===== src/hw/rtl/seso_pkg.sv =====
// Shared types, constants and helpers for the extended state observer.
`default_nettype none
package seso_pkg;
    localparam int unsigned DataWidth = 32;
    localparam int unsigned RegWidth = 31;
    localparam int unsigned FracBits = 16;
    localparam int unsigned IndexWidth = 3;

    localparam logic [RegWidth-1:0] StepTimeReset = 31'd66;
    localparam logic [RegWidth-1:0] PlantGainReset = 31'd65536;
    localparam logic [RegWidth-1:0] GainReset = 31'd0;
    localparam logic [RegWidth-1:0] LimitReset = 31'h7FFF_FFFF;

    typedef enum logic [IndexWidth-1:0] {
        REG_STEP_TIME = 3'd0,
        REG_PLANT_GAIN = 3'd1,
        REG_GAIN_ONE = 3'd2,
        REG_GAIN_TWO = 3'd3,
        REG_GAIN_THREE = 3'd4,
        REG_DRIVE_LIMIT = 3'd5
    } reg_index_t;

    typedef enum logic [3:0] {
        ST_IDLE,
        ST_ERR,
        ST_MUL_B3,
        ST_MUL_H3,
        ST_ADD_DIST,
        ST_DIV,
        ST_DIV_WAIT,
        ST_MUL_B2,
        ST_MUL_BU,
        ST_MUL_H2,
        ST_MUL_B1,
        ST_MUL_H1,
        ST_MUL_HP,
        ST_ADD_POS,
        ST_OUT
    } state_t;

    function automatic logic signed [DataWidth-1:0] sat_wide(
        input logic signed [DataWidth+1:0] v
    );
        logic signed [DataWidth-1:0] r;
        if (v > $signed({3'b000, {(DataWidth-1){1'b1}}})) begin
            r = {1'b0, {(DataWidth-1){1'b1}}};
        end
        else if (v < $signed({3'b111, {(DataWidth-1){1'b0}}})) begin
            r = {1'b1, {(DataWidth-1){1'b0}}};
        end
        else begin
            r = v[DataWidth-1:0];
        end
        return r;
    endfunction

    function automatic logic signed [DataWidth-1:0] add_sat(
        input logic signed [DataWidth-1:0] a,
        input logic signed [DataWidth-1:0] b
    );
        return sat_wide({{2{a[DataWidth-1]}}, a} + {{2{b[DataWidth-1]}}, b});
    endfunction

    function automatic logic signed [DataWidth-1:0] sub_sat(
        input logic signed [DataWidth-1:0] a,
        input logic signed [DataWidth-1:0] b
    );
        return sat_wide({{2{a[DataWidth-1]}}, a} - {{2{b[DataWidth-1]}}, b});
    endfunction
endpackage
`default_nettype wire


===== src/hw/rtl/seso_mul.sv =====
// Bit-serial Q16.16 multiplier: unsigned 31-bit factor times signed 32-bit operand.
`default_nettype none
module seso_mul (
    input  wire logic                                   clk,
    input  wire logic                                   rst_n,
    input  wire logic                                   start,
    input  wire logic [seso_pkg::RegWidth-1:0]          factor,
    input  wire logic signed [seso_pkg::DataWidth-1:0]  operand,
    output logic                                        done,
    output logic signed [seso_pkg::DataWidth-1:0]       product
);
    import seso_pkg::*;

    localparam int unsigned AccWidth = RegWidth + DataWidth + 1;
    localparam int unsigned CntWidth = $clog2(RegWidth + 1);

    logic [RegWidth-1:0]        mplier_reg;
    logic signed [AccWidth-1:0] mcand_reg;
    logic signed [AccWidth-1:0] acc_reg;
    logic [CntWidth-1:0]        count_reg;
    logic                       busy_reg;
    logic                       done_reg;
    logic signed [AccWidth-1:0] shifted;
    logic signed [AccWidth-1:0] hi_max;
    logic signed [AccWidth-1:0] lo_min;

    always_ff @(posedge clk or negedge rst_n)
    begin
        if (!rst_n)
        begin
            busy_reg <= 1'b0;
            done_reg <= 1'b0;
            count_reg <= '0;
        end
        else
        begin
            done_reg <= 1'b0;
            if (start)
            begin
                busy_reg <= 1'b1;
                count_reg <= CntWidth'(RegWidth);
            end
            else if (busy_reg)
            begin
                count_reg <= count_reg - 1'b1;
                if (count_reg == CntWidth'(1))
                begin
                    busy_reg <= 1'b0;
                    done_reg <= 1'b1;
                end
            end
        end
    end

    always_ff @(posedge clk)
    begin
        if (start)
        begin
            mplier_reg <= factor;
            mcand_reg <= AccWidth'(operand);
            acc_reg <= '0;
        end
        else if (busy_reg)
        begin
            if (mplier_reg[0])
            begin
                acc_reg <= acc_reg + mcand_reg;
            end
            mcand_reg <= mcand_reg <<< 1;
            mplier_reg <= mplier_reg >> 1;
        end
    end

    // An arithmetic shift rounds towards minus infinity, as required.
    assign shifted = acc_reg >>> FracBits;
    assign hi_max = AccWidth'({1'b0, {(DataWidth-1){1'b1}}});
    assign lo_min = -(AccWidth'({1'b0, {(DataWidth-1){1'b1}}})) - 1;

    always_comb
    begin
        if (shifted > hi_max)
        begin
            product = {1'b0, {(DataWidth-1){1'b1}}};
        end
        else if (shifted < lo_min)
        begin
            product = {1'b1, {(DataWidth-1){1'b0}}};
        end
        else
        begin
            product = shifted[DataWidth-1:0];
        end
    end

    assign done = done_reg;

    assert property (@(posedge clk) disable iff (!rst_n) done_reg |-> !busy_reg)
        else $error("multiplier done while busy");
    assert property (@(posedge clk) disable iff (!rst_n) busy_reg |-> count_reg != '0)
        else $error("multiplier count ran out while busy");
    assert property (@(posedge clk) disable iff (!rst_n) start |=> busy_reg)
        else $error("multiplier did not start");
endmodule
`default_nettype wire


===== src/hw/rtl/seso_div.sv =====
// Restoring bit-serial divider for the Q16.16 quotient z_dist / b0.
`default_nettype none
module seso_div (
    input  wire logic                                   clk,
    input  wire logic                                   rst_n,
    input  wire logic                                   start,
    input  wire logic signed [seso_pkg::DataWidth-1:0]  dividend,
    input  wire logic [seso_pkg::RegWidth-1:0]          divisor,
    output logic                                        done,
    output logic signed [seso_pkg::DataWidth-1:0]       quotient
);
    import seso_pkg::*;

    localparam int unsigned NumWidth = DataWidth + FracBits;
    localparam int unsigned CntWidth = $clog2(NumWidth + 1);

    logic [NumWidth-1:0]  num_reg;
    logic [RegWidth:0]    rem_reg;
    logic [RegWidth-1:0]  den_reg;
    logic                 neg_reg;
    logic [CntWidth-1:0]  count_reg;
    logic                 busy_reg;
    logic                 done_reg;
    logic [RegWidth+1:0]  trial;
    logic [DataWidth-1:0] mag;
    logic [NumWidth-1:0]  q_mag;

    assign mag = dividend[DataWidth-1] ? (~dividend + 1'b1) : dividend;
    assign trial = {rem_reg, num_reg[NumWidth-1]} - {2'b00, den_reg};

    always_ff @(posedge clk or negedge rst_n)
    begin
        if (!rst_n)
        begin
            busy_reg <= 1'b0;
            done_reg <= 1'b0;
            count_reg <= '0;
        end
        else
        begin
            done_reg <= 1'b0;
            if (start)
            begin
                busy_reg <= 1'b1;
                count_reg <= CntWidth'(NumWidth);
            end
            else if (busy_reg)
            begin
                count_reg <= count_reg - 1'b1;
                if (count_reg == CntWidth'(1))
                begin
                    busy_reg <= 1'b0;
                    done_reg <= 1'b1;
                end
            end
        end
    end

    // The quotient bits shift into the numerator register as it empties.
    always_ff @(posedge clk)
    begin
        if (start)
        begin
            num_reg <= {mag, {FracBits{1'b0}}};
            rem_reg <= '0;
            den_reg <= (divisor == '0) ? RegWidth'(1) : divisor;
            neg_reg <= dividend[DataWidth-1];
        end
        else if (busy_reg)
        begin
            if (!trial[RegWidth+1])
            begin
                rem_reg <= trial[RegWidth:0];
                num_reg <= {num_reg[NumWidth-2:0], 1'b1};
            end
            else
            begin
                rem_reg <= {rem_reg[RegWidth-1:0], num_reg[NumWidth-1]};
                num_reg <= {num_reg[NumWidth-2:0], 1'b0};
            end
        end
    end

    assign q_mag = num_reg;

    always_comb
    begin
        if (!neg_reg)
        begin
            if (q_mag[NumWidth-1:DataWidth-1] != '0)
            begin
                quotient = {1'b0, {(DataWidth-1){1'b1}}};
            end
            else
            begin
                quotient = q_mag[DataWidth-1:0];
            end
        end
        else
        begin
            if (q_mag > NumWidth'({1'b1, {(DataWidth-1){1'b0}}}))
            begin
                quotient = {1'b1, {(DataWidth-1){1'b0}}};
            end
            else
            begin
                quotient = ~q_mag[DataWidth-1:0] + 1'b1;
            end
        end
    end

    assign done = done_reg;

    assert property (@(posedge clk) disable iff (!rst_n) done_reg |-> !busy_reg)
        else $error("divider done while busy");
    assert property (@(posedge clk) disable iff (!rst_n) busy_reg |-> den_reg != '0)
        else $error("divider has a zero divisor");
    assert property (@(posedge clk) disable iff (!rst_n) start |=> busy_reg)
        else $error("divider did not start");
endmodule
`default_nettype wire


===== src/hw/rtl/second_order_extended_state_observer_top.sv =====
// Top level of the extended state observer with its sequencer and state.
//
// Channel  | Direction | Handshake       | Payload
// request  | in        | valid / ready   | measured, nominal_drive
// result   | out       | out_valid/ready | drive, est_position, est_rate, est_disturbance
// config   | in        | cfg_write       | cfg_index, cfg_data
//
// Each request runs seven serial multiplications and one serial division before the next can be taken.
// One request is worked on at a time; the next is taken once the sequencer is idle and the
// previous result has been taken, or is taken in the same cycle.
// Reset clears the estimates and loads the register defaults; there is no
// clearing pass.
`default_nettype none
module second_order_extended_state_observer_top (
    input  wire logic                                   clk,
    input  wire logic                                   rst_n,
    input  wire logic                                   in_valid,
    output logic                                        in_ready,
    input  wire logic signed [seso_pkg::DataWidth-1:0]  measured,
    input  wire logic signed [seso_pkg::DataWidth-1:0]  nominal_drive,
    output logic                                        out_valid,
    input  wire logic                                   out_ready,
    output logic signed [seso_pkg::DataWidth-1:0]       drive,
    output logic signed [seso_pkg::DataWidth-1:0]       est_position,
    output logic signed [seso_pkg::DataWidth-1:0]       est_rate,
    output logic signed [seso_pkg::DataWidth-1:0]       est_disturbance,
    input  wire logic                                   cfg_write,
    input  wire logic [seso_pkg::IndexWidth-1:0]        cfg_index,
    input  wire logic [seso_pkg::RegWidth-1:0]          cfg_data
);
    import seso_pkg::*;

    typedef logic signed [DataWidth-1:0] word_t;

    logic [RegWidth-1:0] step_time_reg, plant_gain_reg, gain_one_reg;
    logic [RegWidth-1:0] gain_two_reg, gain_three_reg, drive_limit_reg;
    word_t z_pos_reg, z_rate_reg, z_dist_reg;
    word_t y_reg, u0_reg, e_reg, u_reg, inner_reg;
    word_t z_pos_next, z_rate_next, z_dist_next, u_next, inner_next;
    state_t state_reg, state_next;
    logic out_valid_reg, busy;
    word_t drive_reg, pos_out_reg, rate_out_reg, dist_out_reg;
    logic accept;

    logic mul_start, mul_done, div_start, div_done;
    logic [RegWidth-1:0] mul_factor;
    word_t mul_operand, mul_product, div_quotient, drive_clamped, lim;

    seso_mul u_mul (
        .clk(clk), .rst_n(rst_n), .start(mul_start),
        .factor(mul_factor), .operand(mul_operand),
        .done(mul_done), .product(mul_product)
    );

    seso_div u_div (
        .clk(clk), .rst_n(rst_n), .start(div_start),
        .dividend(z_dist_reg), .divisor(plant_gain_reg),
        .done(div_done), .quotient(div_quotient)
    );

    assign in_ready = !busy && (!out_valid_reg || out_ready);
    assign accept = in_valid && in_ready;

    always_ff @(posedge clk or negedge rst_n)
    begin
        if (!rst_n)
        begin
            step_time_reg <= StepTimeReset;
            plant_gain_reg <= PlantGainReset;
            gain_one_reg <= GainReset;
            gain_two_reg <= GainReset;
            gain_three_reg <= GainReset;
            drive_limit_reg <= LimitReset;
        end
        else if (cfg_write)
        begin
            unique case (cfg_index)
                REG_STEP_TIME: step_time_reg <= cfg_data;
                REG_PLANT_GAIN: plant_gain_reg <= cfg_data;
                REG_GAIN_ONE: gain_one_reg <= cfg_data;
                REG_GAIN_TWO: gain_two_reg <= cfg_data;
                REG_GAIN_THREE: gain_three_reg <= cfg_data;
                REG_DRIVE_LIMIT: drive_limit_reg <= cfg_data;
                default: ;
            endcase
        end
    end

    always_ff @(posedge clk or negedge rst_n)
    begin
        if (!rst_n)
        begin
            state_reg <= ST_IDLE;
            z_pos_reg <= '0;
            z_rate_reg <= '0;
            z_dist_reg <= '0;
            out_valid_reg <= 1'b0;
        end
        else
        begin
            state_reg <= state_next;
            z_pos_reg <= z_pos_next;
            z_rate_reg <= z_rate_next;
            z_dist_reg <= z_dist_next;
            if (state_reg == ST_OUT)
            begin
                out_valid_reg <= 1'b1;
            end
            else if (out_ready)
            begin
                out_valid_reg <= 1'b0;
            end
        end
    end

    always_ff @(posedge clk)
    begin
        if (accept)
        begin
            y_reg <= measured;
            u0_reg <= nominal_drive;
        end
        if (state_reg == ST_ERR)
        begin
            e_reg <= sub_sat(y_reg, z_pos_reg);
        end
        u_reg <= u_next;
        inner_reg <= inner_next;
        if (state_reg == ST_OUT)
        begin
            drive_reg <= drive_clamped;
            pos_out_reg <= z_pos_reg;
            rate_out_reg <= z_rate_reg;
            dist_out_reg <= z_dist_reg;
        end
    end

    assign busy = state_reg != ST_IDLE;

    always_comb
    begin
        state_next = state_reg;
        z_pos_next = z_pos_reg;
        z_rate_next = z_rate_reg;
        z_dist_next = z_dist_reg;
        u_next = u_reg;
        inner_next = inner_reg;
        mul_start = 1'b0;
        div_start = 1'b0;
        mul_factor = step_time_reg;
        mul_operand = inner_reg;
        unique case (state_reg)
            ST_IDLE:
            begin
                if (accept)
                begin
                    state_next = ST_ERR;
                end
            end
            ST_ERR:
            begin
                mul_start = 1'b1;
                mul_factor = gain_three_reg;
                mul_operand = sub_sat(y_reg, z_pos_reg);
                state_next = ST_MUL_B3;
            end
            ST_MUL_B3:
            begin
                if (mul_done)
                begin
                    inner_next = mul_product;
                    state_next = ST_MUL_H3;
                end
            end
            ST_MUL_H3:
            begin
                mul_start = 1'b1;
                state_next = ST_ADD_DIST;
            end
            ST_ADD_DIST:
            begin
                if (mul_done)
                begin
                    z_dist_next = add_sat(z_dist_reg, mul_product);
                    state_next = ST_DIV;
                end
            end
            ST_DIV:
            begin
                div_start = 1'b1;
                state_next = ST_DIV_WAIT;
            end
            ST_DIV_WAIT:
            begin
                if (div_done)
                begin
                    u_next = sub_sat(u0_reg, div_quotient);
                    mul_start = 1'b1;
                    mul_factor = gain_two_reg;
                    mul_operand = e_reg;
                    state_next = ST_MUL_B2;
                end
            end
            ST_MUL_B2:
            begin
                if (mul_done)
                begin
                    inner_next = add_sat(z_dist_reg, mul_product);
                    mul_start = 1'b1;
                    mul_factor = plant_gain_reg;
                    mul_operand = u_reg;
                    state_next = ST_MUL_BU;
                end
            end
            ST_MUL_BU:
            begin
                if (mul_done)
                begin
                    inner_next = add_sat(inner_reg, mul_product);
                    state_next = ST_MUL_H2;
                end
            end
            ST_MUL_H2:
            begin
                mul_start = 1'b1;
                state_next = ST_MUL_B1;
            end
            ST_MUL_B1:
            begin
                if (mul_done)
                begin
                    z_rate_next = add_sat(z_rate_reg, mul_product);
                    mul_start = 1'b1;
                    mul_factor = gain_one_reg;
                    mul_operand = e_reg;
                    state_next = ST_MUL_H1;
                end
            end
            ST_MUL_H1:
            begin
                if (mul_done)
                begin
                    inner_next = add_sat(z_rate_reg, mul_product);
                    state_next = ST_MUL_HP;
                end
            end
            ST_MUL_HP:
            begin
                mul_start = 1'b1;
                state_next = ST_ADD_POS;
            end
            ST_ADD_POS:
            begin
                if (mul_done)
                begin
                    z_pos_next = add_sat(z_pos_reg, mul_product);
                    state_next = ST_OUT;
                end
            end
            ST_OUT:
            begin
                state_next = ST_IDLE;
            end
            default:
            begin
                state_next = ST_IDLE;
            end
        endcase
    end

    assign lim = {1'b0, drive_limit_reg};

    always_comb
    begin
        drive_clamped = u_reg;
        if (u_reg >= lim)
        begin
            drive_clamped = lim;
        end
        if (drive_clamped <= -lim)
        begin
            drive_clamped = -lim;
        end
    end

    assign out_valid = out_valid_reg;
    assign drive = drive_reg;
    assign est_position = pos_out_reg;
    assign est_rate = rate_out_reg;
    assign est_disturbance = dist_out_reg;

    assert property (@(posedge clk) disable iff (!rst_n) accept |-> state_reg == ST_IDLE)
        else $error("request taken while busy");
    assert property (@(posedge clk) disable iff (!rst_n)
        state_reg == ST_OUT |-> !out_valid_reg || out_ready)
        else $error("result overwritten before it was taken");
    assert property (@(posedge clk) disable iff (!rst_n) !(mul_start && div_start))
        else $error("both arithmetic units started together");
endmodule
`default_nettype wire

===== config.mk =====
export PLATFORM = sky130hd
export DESIGN_NAME = second_order_extended_state_observer_top
export DESIGN_NICKNAME = d
export VERILOG_FILES = /design/src/hw/rtl/seso_pkg.sv /design/src/hw/rtl/seso_mul.sv /design/src/hw/rtl/seso_div.sv /design/src/hw/rtl/second_order_extended_state_observer_top.sv
export SDC_FILE = /design/constraint.sdc
export NUM_CORES = 2
export LEC_CHECK = 0
export BUFFER_PORTS_ARGS = -buffer_cell sky130_fd_sc_hd__buf_2
export CAP_MARGIN = 0
export CORE_AREA = 4 4 351 353
export DETAILED_ROUTE_END_ITERATION = 10
export DIE_AREA = 0 0 355 357
export PLACE_DENSITY = 0.67
export SLEW_MARGIN = 20
export SYNTH_ARGS = -nofsm -noshare
export SYNTH_HDL_FRONTEND = slang
export SYNTH_SLANG_ARGS = --single-unit

===== constraint.sdc =====
create_clock -name clk -period 10.47 [get_ports clk]
set_input_delay 0.5235 -clock clk [delete_from_list [all_inputs] [get_ports clk]]
set_output_delay 0.5235 -clock clk [all_outputs]
set_load 0.1 [all_outputs]

After elaboration in Yosys (flattened, before gate mapping)
Cells that the tools add are included.
W data, S select, Z words.

word-level totals
  bits in registers = 861
  input bits = 103
  output and inout port bits = 130
  word-level logic and storage cells = 197

cells by class
  add/sub/neg operators = 13
  magnitude comparators = 17
  equality and inequality tests = 30
  mux-type cells = 72
  bitwise gates (word level) = 2
  reductions and logical operators = 29

operator list
  kind                     number
  $mux W32                 27
  $pmux W32 S4             2
  $gt A33 B32 Y1 const B   6
  $lt A33 B32 Y1 const B   6
  $mux W31                 5
  $add A32 B32 Y33         4
  $mux W64                 2
  $pmux W31 S4             1
  $gt A48 B32 Y1 const B   2
  $mux W48                 2
  $sub A32 B32 Y33         2
  $add A32 B1 Y32 const B  2
  $add A64 B64 Y64         1
  $not A32 Y32             2
  $pmux W4 S14             1
  $lt A48 B32 Y1 const B   1
  $mux W4                  9
  $sub A33 B31 Y33         1
  $ge A32 B32 Y1           1
  $le A32 B32 Y1           1
  $neg A31 Y32             1
  $logic_not A31 Y1        1
  $eq A4 B4 Y1 const B     7
  $reduce_and A2 Y1        11
  28 further kinds         65

Longest topological paths before layout
  depth after elaboration = 9
  mapped depth = 27
  mapped depth without buffers = 26

Cells and area by module
From an unflattened synthesis, not the netlist that was laid out.

unflattened totals
  cells, all modules = 5,676
  area total of the unflattened synthesis = 55,286.8 um2

modules (own cells, without submodules)
  module                                    times used  cells an instance  area an instance (um2)  sequential area each (um2)
  second_order_extended_state_observer_top  1           3,550              36,408.7                15,872.7
  seso_mul                                  1           1,179              10,745.3                4,309.1
  seso_div                                  1           947                8,132.8                 3,083.0

Worst setup path after synthesis
Ideal clock, no wire load.

  kind = register to register
  start = reg state_reg[3]
  end = reg drive_reg[0] (netlist: drive[0]), enable pin
  setup time = 0.773 ns
  data arrival time = 9.502 ns
  required time = 9.697 ns
  path slack = 0.196 ns
  cell stages (with the launch flop) = 4
  buffers on the path = 1
  period minus slack after synthesis = 10.274 ns
  path through = dfrtp_1 -> clkbuf_1 -> nand2_1 -> nor3_1

between the ends
  cells in the longest elaborated chain, start to end = 1

ends and longest elaborated chain
  item                    RTL line                                         RTL
  from (decl)             second_order_extended_state_observer_top.sv:40   state_t state_reg, state_next;
  from (signal assigned)  second_order_extended_state_observer_top.sv:101  state_reg <= state_next;
  $eq A4 B4 Y1            second_order_extended_state_observer_top.sv:129  if (state_reg == ST_OUT)
  to (signal assigned)    second_order_extended_state_observer_top.sv:131  drive_reg <= drive_clamped;
  to (decl)               second_order_extended_state_observer_top.sv:42   word_t drive_reg, pos_out_reg, rate_out_reg, dist_out_reg;

No other way between the ends.
A chain may end at the register's enable or synchronous reset.

Worst setup path after layout
  start = reg drive_limit_reg[1]
  end = reg drive_reg[5] (netlist: drive[5]), data pin

between the ends
  cells in the longest elaborated chain, start to end = 4
  elaborated cells between the ends (all ways) = 5

ends and longest elaborated chain
  item                        RTL line                                         RTL
  from (decl)                 second_order_extended_state_observer_top.sv:36   logic [RegWidth-1:0] gain_two_reg, gain_three_reg, drive_limit_reg;
  from (signal assigned)      second_order_extended_state_observer_top.sv:73   drive_limit_reg <= LimitReset;
  from (signal assigned)      second_order_extended_state_observer_top.sv:83   REG_DRIVE_LIMIT: drive_limit_reg <= cfg_data;
  $ge A32 B32 Y1              second_order_extended_state_observer_top.sv:276  if (u_reg >= lim)
  $mux W32                    second_order_extended_state_observer_top.sv:276
  $le A32 B32 Y1              second_order_extended_state_observer_top.sv:280  if (drive_clamped <= -lim)
  $mux W32 (*)                second_order_extended_state_observer_top.sv:280
  named net drive_clamped[5]  second_order_extended_state_observer_top.sv:47   word_t mul_operand, mul_product, div_quotient, drive_clamped, lim;

Mark *: on every way through the listed nets, which the timed path passes. The rest lies on a longest branch.

==> impl_metrics.json <==
{
  "outcome": "completed",
  "drc": 0,
  "tritoncts": "built",
  "hold_class": "input port to flop",
  "crit_path_start_kind": "flop",
  "htree_num_levels": 3,
  "cpLargestDelayFamily": "compound AO/OA/AOI/OAI gates",
  "peakVddDrop_v": 0.000135,
  "cpPeakStageDelay_ns": 0.76,
  "synthCells": 5470,
  "syn_nets": 5937,
  "drv_slew": 0,
  "drt_iter0_drc": 4674,
  "maxCapViolCount": 0,
  "synth_top_family_by_area": "compound AO/OA/AOI/OAI gates",
  "grt_max_degree": 125,
  "avgSynthCellArea_um2": 9.84,
  "synth_edf_count": 447,
  "crit_fanout": 40,
  "rows": 127,
  "clock_sinks": 861,
  "clockBufferDepth": 3,
  "fill_cells": 10900,
  "critPathBufInv": 2,
  "crit_required_ns": 10.93,
  "dieArea_mm2": 0.127,
  "grt_overflow_total": 0,
  "die_w_um": 355,
  "synth.area.top_cells": "edfxtp_1 (25%), dfrtp_1 (12%), ha_1 (8.3%)",
  "grt_antenna_before_repair": 2,
  "slowest_stage": "a21oi_4",
  "grt_pass1_wl_um": 260000,
  "core-area_mm2": 0.120,
  "setup_viol": 0,
  "yosys_warnings": 0,
  "synth_common_cells": "nand2_1 (525), a21oi_1 (466), edfxtp_1 (447), o21ai_0 (375), ha_1 (356)",
  "min_period_ns": 7.24,
  "seq_area_frac_synth_pct": 43.2,
  "rsz0062_at_grt": "false",
  "synth-simple-area-share_pct": 12.5,
  "post-route-period-util_pct": 69.2,
  "setup_tns_ns": 0,
  "synthXorXnorAreaFrac_pct": 4.86,
  "cts-root-buf": "clkbuf_16",
  "p_per_area_mw_per_mm2": 211,
  "async_flop_share_pct": 35.1,
  "grt_pass1_vias": 42300,
  "viasPerCell": 6.09,
  "worstPathCellList": "inv_1, ha_1, nor2b_1, o21a_1, o21ai_0, a31oi_1, o21a_1, o211ai_1, a211o_1, a21oi_4, mux2_2, ha_1, nor2b_1, o21a_1, o21a_1, o21a_1, o21a_1, o211ai_1, a21oi_1, a211oi_1, mux2i_4, buf_4, mux2_2, a221o_1",
  "synth_cell_types": 107,
  "synth.cell_area_mm2": 0.0538,
  "end_kind": "flop",
  "initial_core_util_pct": 44.9,
  "yosysTopAreaCell": "edfxtp_1",
  "critPathArrivalTime_ns": 7.70,
  "port_buffers": 232,
  "final_cells": 7327,
  "hpwlAfterDp_um": 125000,
  "crit_type": "flop to flop",
  "die_y_um": 357,
  "numCtsBuffers": 96,
  "ioPinCount": 233,
  "dr.pass1.iters": 7,
  "vias": 44600,
  "max_slew_margin_pct": 20.5,
  "place_inst": 7080,
  "synth_top_area_share_pct": 24.9,
  "worst_pin_slew_ns": 1.18,
  "seq_area_mm2": 0.0233,
  "synthMuxAreaShare_pct": 5.75,
  "synth_compound_area_share_pct": 20.8,
  "post_drt_wl_per_cell_um": 23.6,
  "finalWirelength_um": 173000,
  "drive_above_1_share_pct": 14.0,
  "place_congestion": 0.972,
  "insertion_delay_ns": 0.75,
  "hold_viol": 0,
  "area_growth_pct": 12.3,
  "grtUsageTotal_pct": 26.5,
  "crit_top_cell": "o21a_1",
  "synthAdderAreaFrac_pct": 9.39,
  "cts.reportedPaths.clkPinSlew_ns": 0.06,
  "multi_input_area_mm2": 0.0289,
  "ant_nets": 0,
  "max_freq_ghz": 0.138,
  "layout.nets": 6096,
  "ys_ff_latch": 861,
  "synth_most_common_cell": "nand2_1",
  "ys.flop_type": "edfxtp_1",
  "final.setup_skew_ns": 0.0628,
  "leakagePower_nw": 24.4
}
[power breakdown]
| group | total (mW) | internal (mW) | switching (mW) |
|---|---|---|---|
| clock network | 3.59 | 2.06 | 1.53 |
| logic | 4.86 | 1.87 | 2.99 |
| registers | 4.28 | 3.98 | 0.296 |
[repair_timing]
action / 4_1_cts / 5_1_grt
endpoints found under the setup margin: 0 / 0
hold buffers: 63 / 0
gates resized for setup: 0 / 0
endpoints found under the hold margin: 161 / 0
setup buffers: 0 / 0
[routing by layer]
metal / vias to the layer above / wire [um] / global-route usage (%)
met4: 0 / 7900 / 11.6
li1: 20700 / - / -
met2: 1654 / 77200 / 41.4
met1: 21900 / 75600 / 36.6
met3: 320 / 12500 / 4.18
met5: - / 0 / 0
[worst paths after layout]
| kind | slack (ns) | cells after the start | from | end |
|---|---|---|---|---|
| worst max-delay path | 3.23 | 24 | drive_limit_reg[1]$_DFFE_PN1P_ | drive[5]$_DFFE_PP_ |
| worst min-delay path | 0.06 | 1 | nominal_drive[9] | u0_reg[9]$_DFFE_PP_ |
| worst max register to register | 3.23 | 24 | drive_limit_reg[1]$_DFFE_PN1P_ | drive[5]$_DFFE_PP_ |
| worst min register to register | 0.46 | 2 | u_mul.acc_reg[10]$_SDFFE_PP0P_ | u_mul.acc_reg[10]$_SDFFE_PP0P_ |
| max in group asynchronous | 8.14 | 4 | rst_n | u_div.busy_reg$_DFF_PN0_ |
| min in group asynchronous | 0.40 | 2 | rst_n | z_pos_reg[20]$_DFFE_PN0P_ |
[area by class of cell]
class | count | share of cell area, %
Multi-Input combinational cell | 4128 | 47.8
Sequential cell | 861 | 38.5
Clock buffer | 130 | 4.33
Timing Repair Buffer | 354 | 3.74
Tap cell | 1612 | 3.34
Inverter | 188 | 1.17
Clock inverter | 52 | 1.16
Antenna cell | 2 | 0.00828
[through the flow]
| step | setup slack (ns) | instance area (um^2) | hold slack [ns] | util [%] | power (mW) |
|---|---|---|---|---|---|
| finish | 3.23 | 60500 | 0.0592 | 50.5 | 12.7 |
| global route | 2.62 | 60400 | 0.0304 | 50.5 | 13.4 |
| CTS | 3.26 | 60400 | 0.00563 | 50.4 | 12.7 |
| detailed placement | 3.29 | 56500 | 0.452 | 47.1 | 9.02 |
| global placement | 3.21 | 56500 | 0.446 | 47.1 | 8.96 |
| floorplan | 0.196 | 53800 | 0.228 | - | 7.69 |
[cell usage in the layout, fill, tap and decap left out, types with 187 or more instances in the layout]
cell type  synthesis  layout
buf_2             20     231
xnor2_1          187     187
edfxtp_1         447     447
nand2_1          525     521
a21oi_1          466     463
nor2_1           299     297
mux2_2           233     233
o21ai_0          375     375
dfrtp_1          268     266
ha_1             356     356
a21o_1           248     248
[logic make-up after synthesis]
group                      count (synthesis)
muxes                                    280
xor gates and xnor gates                 298
and+or+nand+nor                         1425
buffers and inverters                    481
DFF                                      861
AOI/OAI and AO/OA                       1717
adders and majority gates                408
(Power assumes the default switching activity.)
